$ cat src/hw/rtl/cset_pkg.sv
// Shared types, constants and helpers of the charge session energy tracker.
`timescale 1ns / 1ps

package cset_pkg;

   // Width of the running energy sum; it wraps at this many bits.
   localparam int ENERGY_WIDTH = 48;

   localparam int CURRENT_WIDTH   = 16;
   localparam int POWER_WIDTH     = 20;
   localparam int THRESHOLD_WIDTH = 15;
   localparam int TPS_WIDTH       = 8;
   localparam int SECONDS_WIDTH   = 32;
   localparam int OUT_ENERGY_WIDTH = 48;
   localparam int CSR_INDEX_WIDTH = 1;
   localparam int CSR_DATA_WIDTH  = 15;

   localparam logic [CSR_INDEX_WIDTH-1:0] CSR_ACTIVE_LIMIT     = 1'd0;
   localparam logic [CSR_INDEX_WIDTH-1:0] CSR_TICKS_PER_SECOND = 1'd1;

   localparam logic [THRESHOLD_WIDTH-1:0] THRESHOLD_RESET = 15'd10;
   localparam logic [TPS_WIDTH-1:0]       TPS_RESET       = 8'd10;

   typedef enum logic [1:0] {
      PH_IDLE      = 2'd0,
      PH_STARTING  = 2'd1,
      PH_CHARGING  = 2'd2,
      PH_COMPLETED = 2'd3
   } phase_type;

   typedef struct packed {
      logic [THRESHOLD_WIDTH-1:0] active_limit;
      logic [TPS_WIDTH-1:0]       ticks_per_second;
   } cfg_type;

   typedef struct packed {
      phase_type                   session_state;
      logic [SECONDS_WIDTH-1:0]    session_seconds;
      logic [OUT_ENERGY_WIDTH-1:0] session_energy;
      logic [SECONDS_WIDTH-1:0]    last_seconds;
      logic [OUT_ENERGY_WIDTH-1:0] last_energy;
      logic                        history_updated;
   } result_type;

   // Low output bits of an energy sum, zero filled when the sum is narrower.
   function automatic logic [OUT_ENERGY_WIDTH-1:0] energy_out(
      input logic [ENERGY_WIDTH-1:0] value
   );
      logic [63:0] wide;
      wide = 64'(value);
      return wide[OUT_ENERGY_WIDTH-1:0];
   endfunction

endpackage

$ cat src/hw/rtl/cset_csr.sv
// Configuration registers of the charge session energy tracker.
`timescale 1ns / 1ps

module cset_csr (
   input  logic                                clock,
   input  logic                                reset,
   input  logic                                csr_wen,
   input  logic [cset_pkg::CSR_INDEX_WIDTH-1:0] csr_index,
   input  logic [cset_pkg::CSR_DATA_WIDTH-1:0]  csr_wdata,
   output cset_pkg::cfg_type                   cfg
);

   logic [cset_pkg::THRESHOLD_WIDTH-1:0] threshold_ff, threshold_in;
   logic [cset_pkg::TPS_WIDTH-1:0]       tps_ff, tps_in;

   always_comb begin
      threshold_in = threshold_ff;
      tps_in       = tps_ff;
      if (csr_wen) begin
         case (csr_index)
            cset_pkg::CSR_ACTIVE_LIMIT: begin
               threshold_in = csr_wdata[cset_pkg::THRESHOLD_WIDTH-1:0];
            end
            cset_pkg::CSR_TICKS_PER_SECOND: begin
               tps_in = csr_wdata[cset_pkg::TPS_WIDTH-1:0];
            end
            default: begin
               threshold_in = threshold_ff;
            end
         endcase
      end
   end

   always_ff @(posedge clock) begin
      if (reset) begin
         threshold_ff <= cset_pkg::THRESHOLD_RESET;
         tps_ff       <= cset_pkg::TPS_RESET;
      end else begin
         threshold_ff <= threshold_in;
         tps_ff       <= tps_in;
      end
   end

   assign cfg.active_limit     = threshold_ff;
   assign cfg.ticks_per_second = tps_ff;

endmodule

$ cat src/hw/rtl/cset_core.sv
// Session state machine, second counter, trapezoid energy sum and history.
`timescale 1ns / 1ps

module cset_core (
   input  logic                                     clock,
   input  logic                                     reset,
   input  logic                                     step,
   input  logic signed [cset_pkg::CURRENT_WIDTH-1:0] current_ma,
   input  logic signed [cset_pkg::POWER_WIDTH-1:0]   power_mw,
   input  cset_pkg::cfg_type                        cfg,
   output cset_pkg::result_type                     result
);

   cset_pkg::phase_type phase_ff, phase_in;
   logic [cset_pkg::TPS_WIDTH-1:0]        tick_ff, tick_in;
   logic [cset_pkg::SECONDS_WIDTH-1:0]    seconds_ff, seconds_in;
   logic [cset_pkg::ENERGY_WIDTH-1:0]     energy_ff, energy_in;
   logic signed [cset_pkg::POWER_WIDTH-1:0] prior_ff, prior_in;
   logic [cset_pkg::SECONDS_WIDTH-1:0]    saved_seconds_ff, saved_seconds_in;
   logic [cset_pkg::ENERGY_WIDTH-1:0]     saved_energy_ff, saved_energy_in;

   logic active;
   logic clear_session;
   logic integrate;
   logic latch_history;
   logic [cset_pkg::TPS_WIDTH-1:0] tick_inc;
   logic signed [cset_pkg::POWER_WIDTH:0] pair_sum;

   // A tick is active when the signed current lies strictly above the threshold.
   assign active = current_ma > $signed({1'b0, cfg.active_limit});

   // Next phase.
   always_comb begin
      phase_in = phase_ff;
      if (step) begin
         case (phase_ff)
            cset_pkg::PH_IDLE: begin
               if (active) phase_in = cset_pkg::PH_STARTING;
            end
            cset_pkg::PH_STARTING: begin
               phase_in = active ? cset_pkg::PH_CHARGING : cset_pkg::PH_IDLE;
            end
            cset_pkg::PH_CHARGING: begin
               if (!active) phase_in = cset_pkg::PH_COMPLETED;
            end
            cset_pkg::PH_COMPLETED: begin
               phase_in = active ? cset_pkg::PH_CHARGING : cset_pkg::PH_IDLE;
            end
            default: begin
               phase_in = cset_pkg::PH_IDLE;
            end
         endcase
      end
   end

   // Actions taken by the present phase on this tick.
   always_comb begin
      clear_session = 1'b0;
      integrate     = 1'b0;
      latch_history = 1'b0;
      case (phase_ff)
         cset_pkg::PH_STARTING:  clear_session = active;
         cset_pkg::PH_CHARGING:  integrate     = 1'b1;
         cset_pkg::PH_COMPLETED: latch_history = !active;
         default:                clear_session = 1'b0;
      endcase
   end

   assign tick_inc = tick_ff + 1'b1;
   assign pair_sum = (cset_pkg::POWER_WIDTH + 1)'(prior_ff)
                   + (cset_pkg::POWER_WIDTH + 1)'(power_mw);

   always_comb begin
      tick_in          = tick_ff;
      seconds_in       = seconds_ff;
      energy_in        = energy_ff;
      prior_in         = prior_ff;
      saved_seconds_in = saved_seconds_ff;
      saved_energy_in  = saved_energy_ff;
      if (clear_session) begin
         tick_in    = '0;
         seconds_in = '0;
         energy_in  = '0;
         prior_in   = '0;
      end
      if (integrate) begin
         // A zero ticks-per-second setting makes every tick a full second.
         if (tick_inc >= cfg.ticks_per_second) begin
            tick_in    = '0;
            seconds_in = seconds_ff + 1'b1;
         end else begin
            tick_in = tick_inc;
         end
         energy_in = energy_ff + cset_pkg::ENERGY_WIDTH'(pair_sum);
         prior_in  = power_mw;
      end
      if (latch_history) begin
         saved_seconds_in = seconds_ff;
         saved_energy_in  = energy_ff;
      end
   end

   always_ff @(posedge clock) begin
      if (reset) begin
         phase_ff         <= cset_pkg::PH_IDLE;
         tick_ff          <= '0;
         seconds_ff       <= '0;
         energy_ff        <= '0;
         prior_ff         <= '0;
         saved_seconds_ff <= '0;
         saved_energy_ff  <= '0;
      end else if (step) begin
         phase_ff         <= phase_in;
         tick_ff          <= tick_in;
         seconds_ff       <= seconds_in;
         energy_ff        <= energy_in;
         prior_ff         <= prior_in;
         saved_seconds_ff <= saved_seconds_in;
         saved_energy_ff  <= saved_energy_in;
      end
   end

   assign result.session_state   = phase_in;
   assign result.session_seconds = seconds_in;
   assign result.session_energy  = cset_pkg::energy_out(energy_in);
   assign result.last_seconds    = saved_seconds_in;
   assign result.last_energy     = cset_pkg::energy_out(saved_energy_in);
   assign result.history_updated = latch_history;

endmodule

$ cat src/hw/rtl/charge_session_energy_tracker.sv
// Top level of the charge session energy tracker: input word register, core, result register.
`timescale 1ns / 1ps

//  channel  | direction | handshake        | payload
//  ---------+-----------+------------------+----------------------------------------
//  req      | in        | req_valid/stall  | current_ma, power_mw
//  rsp      | out       | rsp_valid/stall  | state, seconds, energy, history, update
//  csr      | in        | csr_wen          | csr_index, csr_wdata
//
// One word is accepted per clock cycle while req_stall is low. It waits in the input
// register until the result register can take a word, then passes through the session
// logic into the result register, which raises rsp_valid.
// Reset clears the session state, the history and both valid flags, and loads
// the threshold with 10 mA and the ticks per second with 10.
// req_stall rises only while both registers are full and rsp_stall holds the result.

module charge_session_energy_tracker (
   input  logic                                      clock,
   input  logic                                      reset,
   input  logic                                      req_valid,
   output logic                                      req_stall,
   input  logic signed [cset_pkg::CURRENT_WIDTH-1:0]  req_current_ma,
   input  logic signed [cset_pkg::POWER_WIDTH-1:0]    req_power_mw,
   output logic                                      rsp_valid,
   input  logic                                      rsp_stall,
   output logic [1:0]                                rsp_session_state,
   output logic [cset_pkg::SECONDS_WIDTH-1:0]         rsp_session_seconds,
   output logic signed [cset_pkg::OUT_ENERGY_WIDTH-1:0] rsp_session_energy,
   output logic [cset_pkg::SECONDS_WIDTH-1:0]         rsp_last_seconds,
   output logic signed [cset_pkg::OUT_ENERGY_WIDTH-1:0] rsp_last_energy,
   output logic                                      rsp_history_updated,
   input  logic                                      csr_wen,
   input  logic [cset_pkg::CSR_INDEX_WIDTH-1:0]       csr_index,
   input  logic [cset_pkg::CSR_DATA_WIDTH-1:0]        csr_wdata
);

   cset_pkg::cfg_type    cfg;
   cset_pkg::result_type core_result;
   cset_pkg::result_type rsp_ff;

   logic in_valid_ff, in_valid_in;
   logic rsp_valid_ff, rsp_valid_in;
   logic signed [cset_pkg::CURRENT_WIDTH-1:0] current_ff;
   logic signed [cset_pkg::POWER_WIDTH-1:0]   power_ff;

   logic advance;   // the result register can take a word this cycle
   logic step;      // the held request word moves through the session logic
   logic req_take;  // a request word is accepted

   assign advance   = !rsp_valid_ff || !rsp_stall;
   assign step      = in_valid_ff && advance;
   assign req_stall = in_valid_ff && !advance;
   assign req_take  = req_valid && !req_stall;

   assign in_valid_in  = req_take || (in_valid_ff && !step);
   assign rsp_valid_in = step || (rsp_valid_ff && rsp_stall);

   always_ff @(posedge clock) begin
      if (reset) begin
         in_valid_ff  <= 1'b0;
         rsp_valid_ff <= 1'b0;
      end else begin
         in_valid_ff  <= in_valid_in;
         rsp_valid_ff <= rsp_valid_in;
      end
   end

   // Payload registers load only on a transfer and need no reset.
   always_ff @(posedge clock) begin
      if (req_take) begin
         current_ff <= req_current_ma;
         power_ff   <= req_power_mw;
      end
      if (step) begin
         rsp_ff <= core_result;
      end
   end

   cset_csr u_csr (
      .clock     (clock),
      .reset     (reset),
      .csr_wen   (csr_wen),
      .csr_index (csr_index),
      .csr_wdata (csr_wdata),
      .cfg       (cfg)
   );

   cset_core u_core (
      .clock      (clock),
      .reset      (reset),
      .step       (step),
      .current_ma (current_ff),
      .power_mw   (power_ff),
      .cfg        (cfg),
      .result     (core_result)
   );

   assign rsp_valid           = rsp_valid_ff;
   assign rsp_session_state   = rsp_ff.session_state;
   assign rsp_session_seconds = rsp_ff.session_seconds;
   assign rsp_session_energy  = $signed(rsp_ff.session_energy);
   assign rsp_last_seconds    = rsp_ff.last_seconds;
   assign rsp_last_energy     = $signed(rsp_ff.last_energy);
   assign rsp_history_updated = rsp_ff.history_updated;

endmodule

$ cat config.mk
export PLATFORM = sky130hd
export DESIGN_NAME = charge_session_energy_tracker
export DESIGN_NICKNAME = d
export VERILOG_FILES = /design/src/hw/rtl/cset_pkg.sv /design/src/hw/rtl/cset_csr.sv /design/src/hw/rtl/cset_core.sv /design/src/hw/rtl/charge_session_energy_tracker.sv
export SDC_FILE = /design/constraint.sdc
export NUM_CORES = 1
export LEC_CHECK = 0
export BUFFER_PORTS_ARGS = -buffer_cell sky130_fd_sc_hd__buf_2
export CORE_MARGIN = 2
export CORE_UTILIZATION = 30
export CTS_CLUSTER_DIAMETER = 150
export DETAILED_ROUTE_END_ITERATION = 6
export GPL_TIMING_DRIVEN = 0
export PLACE_DENSITY = 0.48
export SYNTH_ARGS = -nofsm -noshare
export SYNTH_HDL_FRONTEND = slang
export SYNTH_SLANG_ARGS = --single-unit
$ cat constraint.sdc
create_clock -name clock -period 7.2 [get_ports clock]
set_clock_uncertainty 0.15 [all_clocks]
set_input_delay 0.36 -clock clock [delete_from_list [all_inputs] [get_ports clock]]
set_output_delay 0.36 -clock clock [all_outputs]
set_load 0.05 [all_outputs]
; Word-level counts from Yosys, hierarchy flattened
; Index checks and enable logic that the tools add are counted.
; W data, S select, Z words.
[totals]
reg_bits = 414
input_bits = 57
output_inout_bits = 165
word_cells = 68
[op_classes]
add_sub_neg = 4
order_cmp = 2
n_eq_ne = 3
n_mux = 19
bitwise_logic = 1
n_reduce_logical = 20
[ops]
columns = op, count
row1 = $mux W48, 3
row2 = $mux W32, 4
row3 = $add A48 B48 Y48, 1
row4 = $mux W20, 2
row5 = $add A32 B1 Y32 const B, 1
row6 = $mux W8, 3
row7 = $add A20 B20 Y21, 1
row8 = $gt A16 B16 Y1, 1
row9 = $add A8 B1 Y8 const B, 1
row10 = $ge A8 B8 Y1, 1
row11 = $logic_not A1 Y1, 6
row12 = $mux W2, 3
row13 = $pmux W2 S3, 1
row14 = $reduce_and A2 Y1, 3
row15 = $logic_and A1 B1 Y1, 5
row16 = $eq A2 B2 Y1 const B, 2
row17 = $logic_or A1 B1 Y1, 3
row18 = $mux W1, 3
row19 = $eq A2 B1 Y1 const B, 1
row20 = $logic_not A2 Y1, 1
row21 = $reduce_bool A2 Y1, 1
row22 = $reduce_or A2 Y1, 1
row23 = $not A1 Y1, 1

; Depth between registers and ports, before layout
[depth]
depth_word = 7
mapped_depth = 24
mapped_depth_nobuf = 24

; Modules after synthesis
; Synthesis repeated with hierarchy kept, for this count alone.
[unflattened]
hier_cells = 2064
area_unflattened_um2 = 20393.3
[modules_own_cells]
columns = mod, instances, cells_per_inst, area_each_um2, seq_area_each_um2
row1 = cset_core, 1, 1763, 13359.1, 3803.6
row2 = charge_session_energy_tracker, 1, 209, 6062.1, 6015.8
row3 = cset_csr, 1, 92, 972.2, 460.4

; Worst setup path after synthesis
; Ideal clock, no wire load.
[synth_timing]
path_type = register -> register
from = register rsp_valid_ff, in the netlist rsp_valid
to = register rsp_ff (netlist bit rsp_history_updated) (enable)
setup_ns = 0.591
arrival_time_ns = 5.664
required_time_ns = 6.459
path_slack_ns = 0.795
path_stages_with_launch = 6
n_path_buf = 2
synth_period_minus_slack_ns = 6.405
path_cell_list = dfxtp_1 > nand2_1 > nand2_1 > inv_2 > clkbuf_1 > clkbuf_1
[synth_via]
elab_chain_cells = 3
[synth_rtl]
columns = item, line_no
row1 = start: declaration, charge_session_energy_tracker.sv:42  ; logic rsp_valid_ff, rsp_valid_in;
row2 = start signal: assignment, charge_session_energy_tracker.sv:64  ; rsp_valid_ff <= rsp_valid_in;
row3 = $logic_not A1 Y1, charge_session_energy_tracker.sv:50  ; assign advance = !rsp_valid_ff || !rsp_stall;
row4 = $logic_or A1 B1 Y1, charge_session_energy_tracker.sv:50
row5 = $logic_and A1 B1 Y1, charge_session_energy_tracker.sv:51  ; assign step = in_valid_ff && advance;
row6 = named net step, charge_session_energy_tracker.sv:47  ; logic step;
row7 = end signal: assignment, charge_session_energy_tracker.sv:75  ; rsp_ff <= core_result;
row8 = end: declaration, charge_session_energy_tracker.sv:39  ; cset_pkg::result_type rsp_ff;
; The timed path passes the listed nets, and every way through them passes these cells.
; A chain may end at the register's enable or synchronous reset.

==> summary.txt <==
Power and ir drop
  – Internal Power: 4.34 mW
  – Total power: between 5 and 6 mW
  – Lkg Pwr: around 9.7 nW
  – Sw frac: between 20% and 30%
  – Clock power frac: about 44%
  – Sw power: around 1.6 mW
  – Comb pwr share: roughly an eighth
  – PD cells: 238 nW/um2
  – Sequential Power Share: 44.4%
  – VDD IR-drop max: 0.157 mV

Yosys
  – Synth Area in Compound Gates: between 15 and 20%
  – Area share of xor/xnor cells in the synthesized design: 3.13%
  – Synth warnings: 0
  – Yosys reg bits: between 400 and 500
  – Sequential fraction of the synthesis area: 50.4%
  – Distinct cell type count after synthesis: 93
  – Mapped Area: roughly 20,000 um2
  – Mux cell area share after synthesis: between 4 and 5%
  – EDFF count, synth: roughly 200
  – Adder-cell share of the synthesized area: ~6.0%
  – Share of synthesized registers carrying an async set or reset: 0%
  – Cell count after synthesis: between 2,000 and 2,500
  – Largest family of logic cells by synthesized area: simple AND/OR/NAND/NOR gates
  – Post-Syn Nets: between 2,000 and 2,500
  – Synthesized area per cell: 9.84 um2
  – Post-Synth Simple-Gate Area: between 10% and 20%
  – Most common flop cell mapped by yosys: dfxtp_1

Setup path
  – CP Data Required Time: about 7.4 ns
  – Crit-path max cell delay: around 0.83 ns
  – Cell Chain, Critical Path: ha_1 > inv_1 > fa_1 > nor2b_1 > o21ai_1 > a21boi_1 > o41ai_2 > o221ai_1 > o41ai_1 > o221ai_2 > clkinvlp_2 > ha_1 > nand4_1 > nor2_1 > and3_1 > a221o_1 > a221o_1 > or2_1 > a41oi_1 > xor2_1 > o22ai_1
  – Crit Path Max Fanout: 14
  – CP Class: reg -> reg
  – Reg2reg end: rsp_session_energy[42]
  – Critical path's slowest cell: clkinvlp_2
  – CP Launch Type: register
  – Crit. End Element: register
  – Critical R2R Launch: power_ff[0]
  – Flop2flop setup slack: around 0.5 ns
  – Worst Reg-to-Reg Cells: 21
  – Critical Path AT: 6.86 ns

Die
  – Ports: 222
  – Core area: between 60,000 and 70,000 um2
  – Die Y: about 260 um
  – Total die area: 70,100 um2
  – Number of cell rows: between 90 and 100
  – Starting Density: roughly 30%
  – Die width: between 200 and 300 um

Route
  – Vias: 16,800
  – Initial DRT Pass Iterations: 5
  – DRC violations left: 0
  – WL final: 66.7 mm
  – Iter 0 DRT Violations: roughly 1,300
  – Vias per Instance: ~5.1
  – WL/cell: just over 20 um
  – Antenna viol nets, final: 0

Place
  – Post-Place Cell Area: 22,700 um2
  – Dpl hpwl: roughly 49 mm
  – RePlAce Congestion: roughly 0.86
  – Input/output buffers: 220

Timing
  – Period minus WS final: roughly 6.7 ns
  – Fin. Hold Viols: 0
  – Transition time of the tightest slew-check pin: approximately 1.3 ns
  – Final setup vio count: 0
  – Fmax: between 0.1 and 0.15 GHz
  – Final Cycle Share: between 90% and 100%
  – Max-slew headroom: 11.0%
  – RSZ-0062 raised after global routing: no
  – Slew Limit Fails: 0

Clock network
  – CTS tree: built
  – Post-CTS Setup Inserts: 0
  – H-tree depth: 2
  – Cts bufs inserted: 48
  – Clk pin slew, worst setup/hold paths: around 0.06 ns
  – Clock root buffer: clkbuf_16
  – Clk buf depth: 3
  – Clk_lat worst skew: 0.60 ns
  – Clock sink total: between 400 and 500

Finish
  – Number of diodes: 0
  – FILL cells: around 6,800
  – Design area: approximately 25,000 um2
  – Layout cells sized above 1: between 10% and 20%
  – Area of the multi-input gates: between 9000 and 10,000 um2
  – Register area: around 10,000 um2
  – Area delta synth->final: 22.2%
  – Layout Nets: about 2,600

Job
  – Max Cap Violations: 0

GRT
  – Total GRT Usage: 18.7%
  – Antenna violations before repair: 2
  – Total grt overflow: 0
  – Vias in the first global route: approximately 16,000
  – Global-route wire length before repair: around 100 mm
  – Largest net degree at the start of global routing: between 40 and 50

Outcome
  – Status: finished, final reports clean

Min path
  – WHS Endpoint: u_csr.tps_ff[4]
  – Tightest Hold Check Type: in -> reg
  – Hold path cells: 4
  – HP Start: csr_index
-- sequential cells by signal (all words and copies together) (netlist names), 8 cells and up --
name / count
current_ff: 16
power_ff: 20
rsp_last_energy: 48
rsp_last_seconds: 32
rsp_session_energy: 48
rsp_session_seconds: 32
u_core.energy_ff: 48
u_core.prior_ff: 20
u_core.saved_energy_ff: 48
u_core.saved_seconds_ff: 32
u_core.seconds_ff: 32
u_core.tick_ff: 8
u_csr.threshold_ff: 15
u_csr.tps_ff: 8
-- cells by family after synthesis --
group,count (synthesis)
and+or+nand+nor,753
adders and majority gates,96
DFF,414
xor gates and xnor gates,73
buffers and inverters,180
muxes,84
AOI/OAI and AO/OA,474
-- cells in the mapped netlist (5+ instances only) --
cell	instances	area share (%)
ha_1	94	5.8
and2_1	10	0.31
o211ai_1	12	0.44
buf_1	12	0.22
a22oi_1	30	1.1
inv_1	50	0.92
buf_2	19	0.47
xor2_1	37	1.6
and3_1	18	0.55
a22o_1	18	0.77
o21bai_1	10	0.37
o21ai_1	37	0.91
nand3_1	27	0.66
edfxtp_1	199	29
a41oi_1	5	0.21
dfxtp_1	215	21
a21o_1	39	1.4
or3_1	18	0.55
xnor2_1	36	1.5
o22ai_1	23	0.70
nor3_1	113	2.8
a21oi_1	142	3.5
nand4_1	19	0.58
o31ai_1	17	0.63
o21a_1	13	0.48
o21ai_0	56	1.4
nand2b_1	9	0.28
buf_4	11	0.40
mux2_2	80	4.4
nand2_1	169	3.1
a31oi_1	12	0.37
nor2b_1	9	0.28
nor2_1	322	5.9
clkbuf_1	84	1.5
-- layout make-up --
class,count,area share (%)
Clock inverter,37,1.63
Buffer,129,2.31
Sequential cell,414,41.2
Timing Repair inverter,1,0.0201
Timing Repair Buffer,278,6.96
Tap cell,873,4.38
Multi-Input combinational cell,1480,37.6
Inverter,51,0.782
Clock buffer,53,5.10
-- what timing repair did --
item,in CTS,in global routing
hold buffers,54,0
cloned,1,0
pin swaps,0,0
setup endpoints to repair,3,1
endpoints found under the hold margin,61,0
resized for setup,2,1
-- layout by cell type, fill, tap and decap left out, drive strengths merged, types with 80 or more instances in the layout --
master,Yosys,routed
nor2,324,324
buf,45,269
dfxtp,215,215
edfxtp,199,199
nand2,170,170
a21oi,145,145
clkbuf,84,137
nor3,117,117
ha,94,94
o21ai,94,94
mux2,80,80
-- worst max path at each step --
stage,depth (start not counted),endpoint,start
floorplan,5,rsp_history_updated,rsp_valid
CTS,22,rsp_session_energy[47],power_ff[0]
global route,22,u_core.energy_ff[41],power_ff[0]
global placement,6,rsp_last_energy[33],rsp_stall
detailed placement,22,rsp_session_energy[47],power_ff[0]
finish,21,rsp_session_energy[42],power_ff[0]
-- per-layer routing --
layer  global-route usage (%)  vias up  routed length (um)
met4                     5.92        0                1870
met2                     30.9      470               31000
met5                        0        -                   0
li1                         -     8137                   -
met1                     25.1     8070               30400
met3                     2.68      106                3310
-- worst max-delay path: cells and delay by family (launching register included) --
| family | cells | cell delay [ns] |
|---|---|---|
| flops | 1 | 0.35 |
| xor+xnor | 1 | 0.27 |
| fa+ha+maj | 3 | 1.25 |
| compound gates | 10 | 2.50 |
| buf+inv | 2 | 0.89 |
| simple gates | 5 | 1.00 |
-- power by group through the flow --
stage | combinational (mW) | sequential, mW | clock, mW
6_report | 0.714 | 2.63 | 2.58
5_1_grt | 0.772 | 2.64 | 2.75
4_1_cts | 0.718 | 2.63 | 2.66
3_5_place_dp | 0.690 | 2.68 | 0
3_3_place_gp | 0.678 | 2.69 | 0
2_1_floorplan | 0.328 | 2.84 | 0
-- metrics by stage --
| stage | std cells | TNS [ns] | util [%] | hold slack (ns) | worst slack [ns] |
|---|---|---|---|---|---|
| floorplan | 2074 | 0 | - | 0.286 | 0.795 |
| global placement | 3167 | -385.36 | 33.6 | 0.297 | -2.27 |
| detailed placement | 3171 | -0.216 | 33.8 | 0.298 | -0.216 |
| CTS | 3316 | 0 | 37.1 | 0.0329 | 0.317 |
| global route | 3316 | 0 | 37.1 | 0.0949 | 0.0461 |
| finish | 3316 | 0 | 37.1 | 0.0698 | 0.498 |
Power figures use the tool's default switching activity.
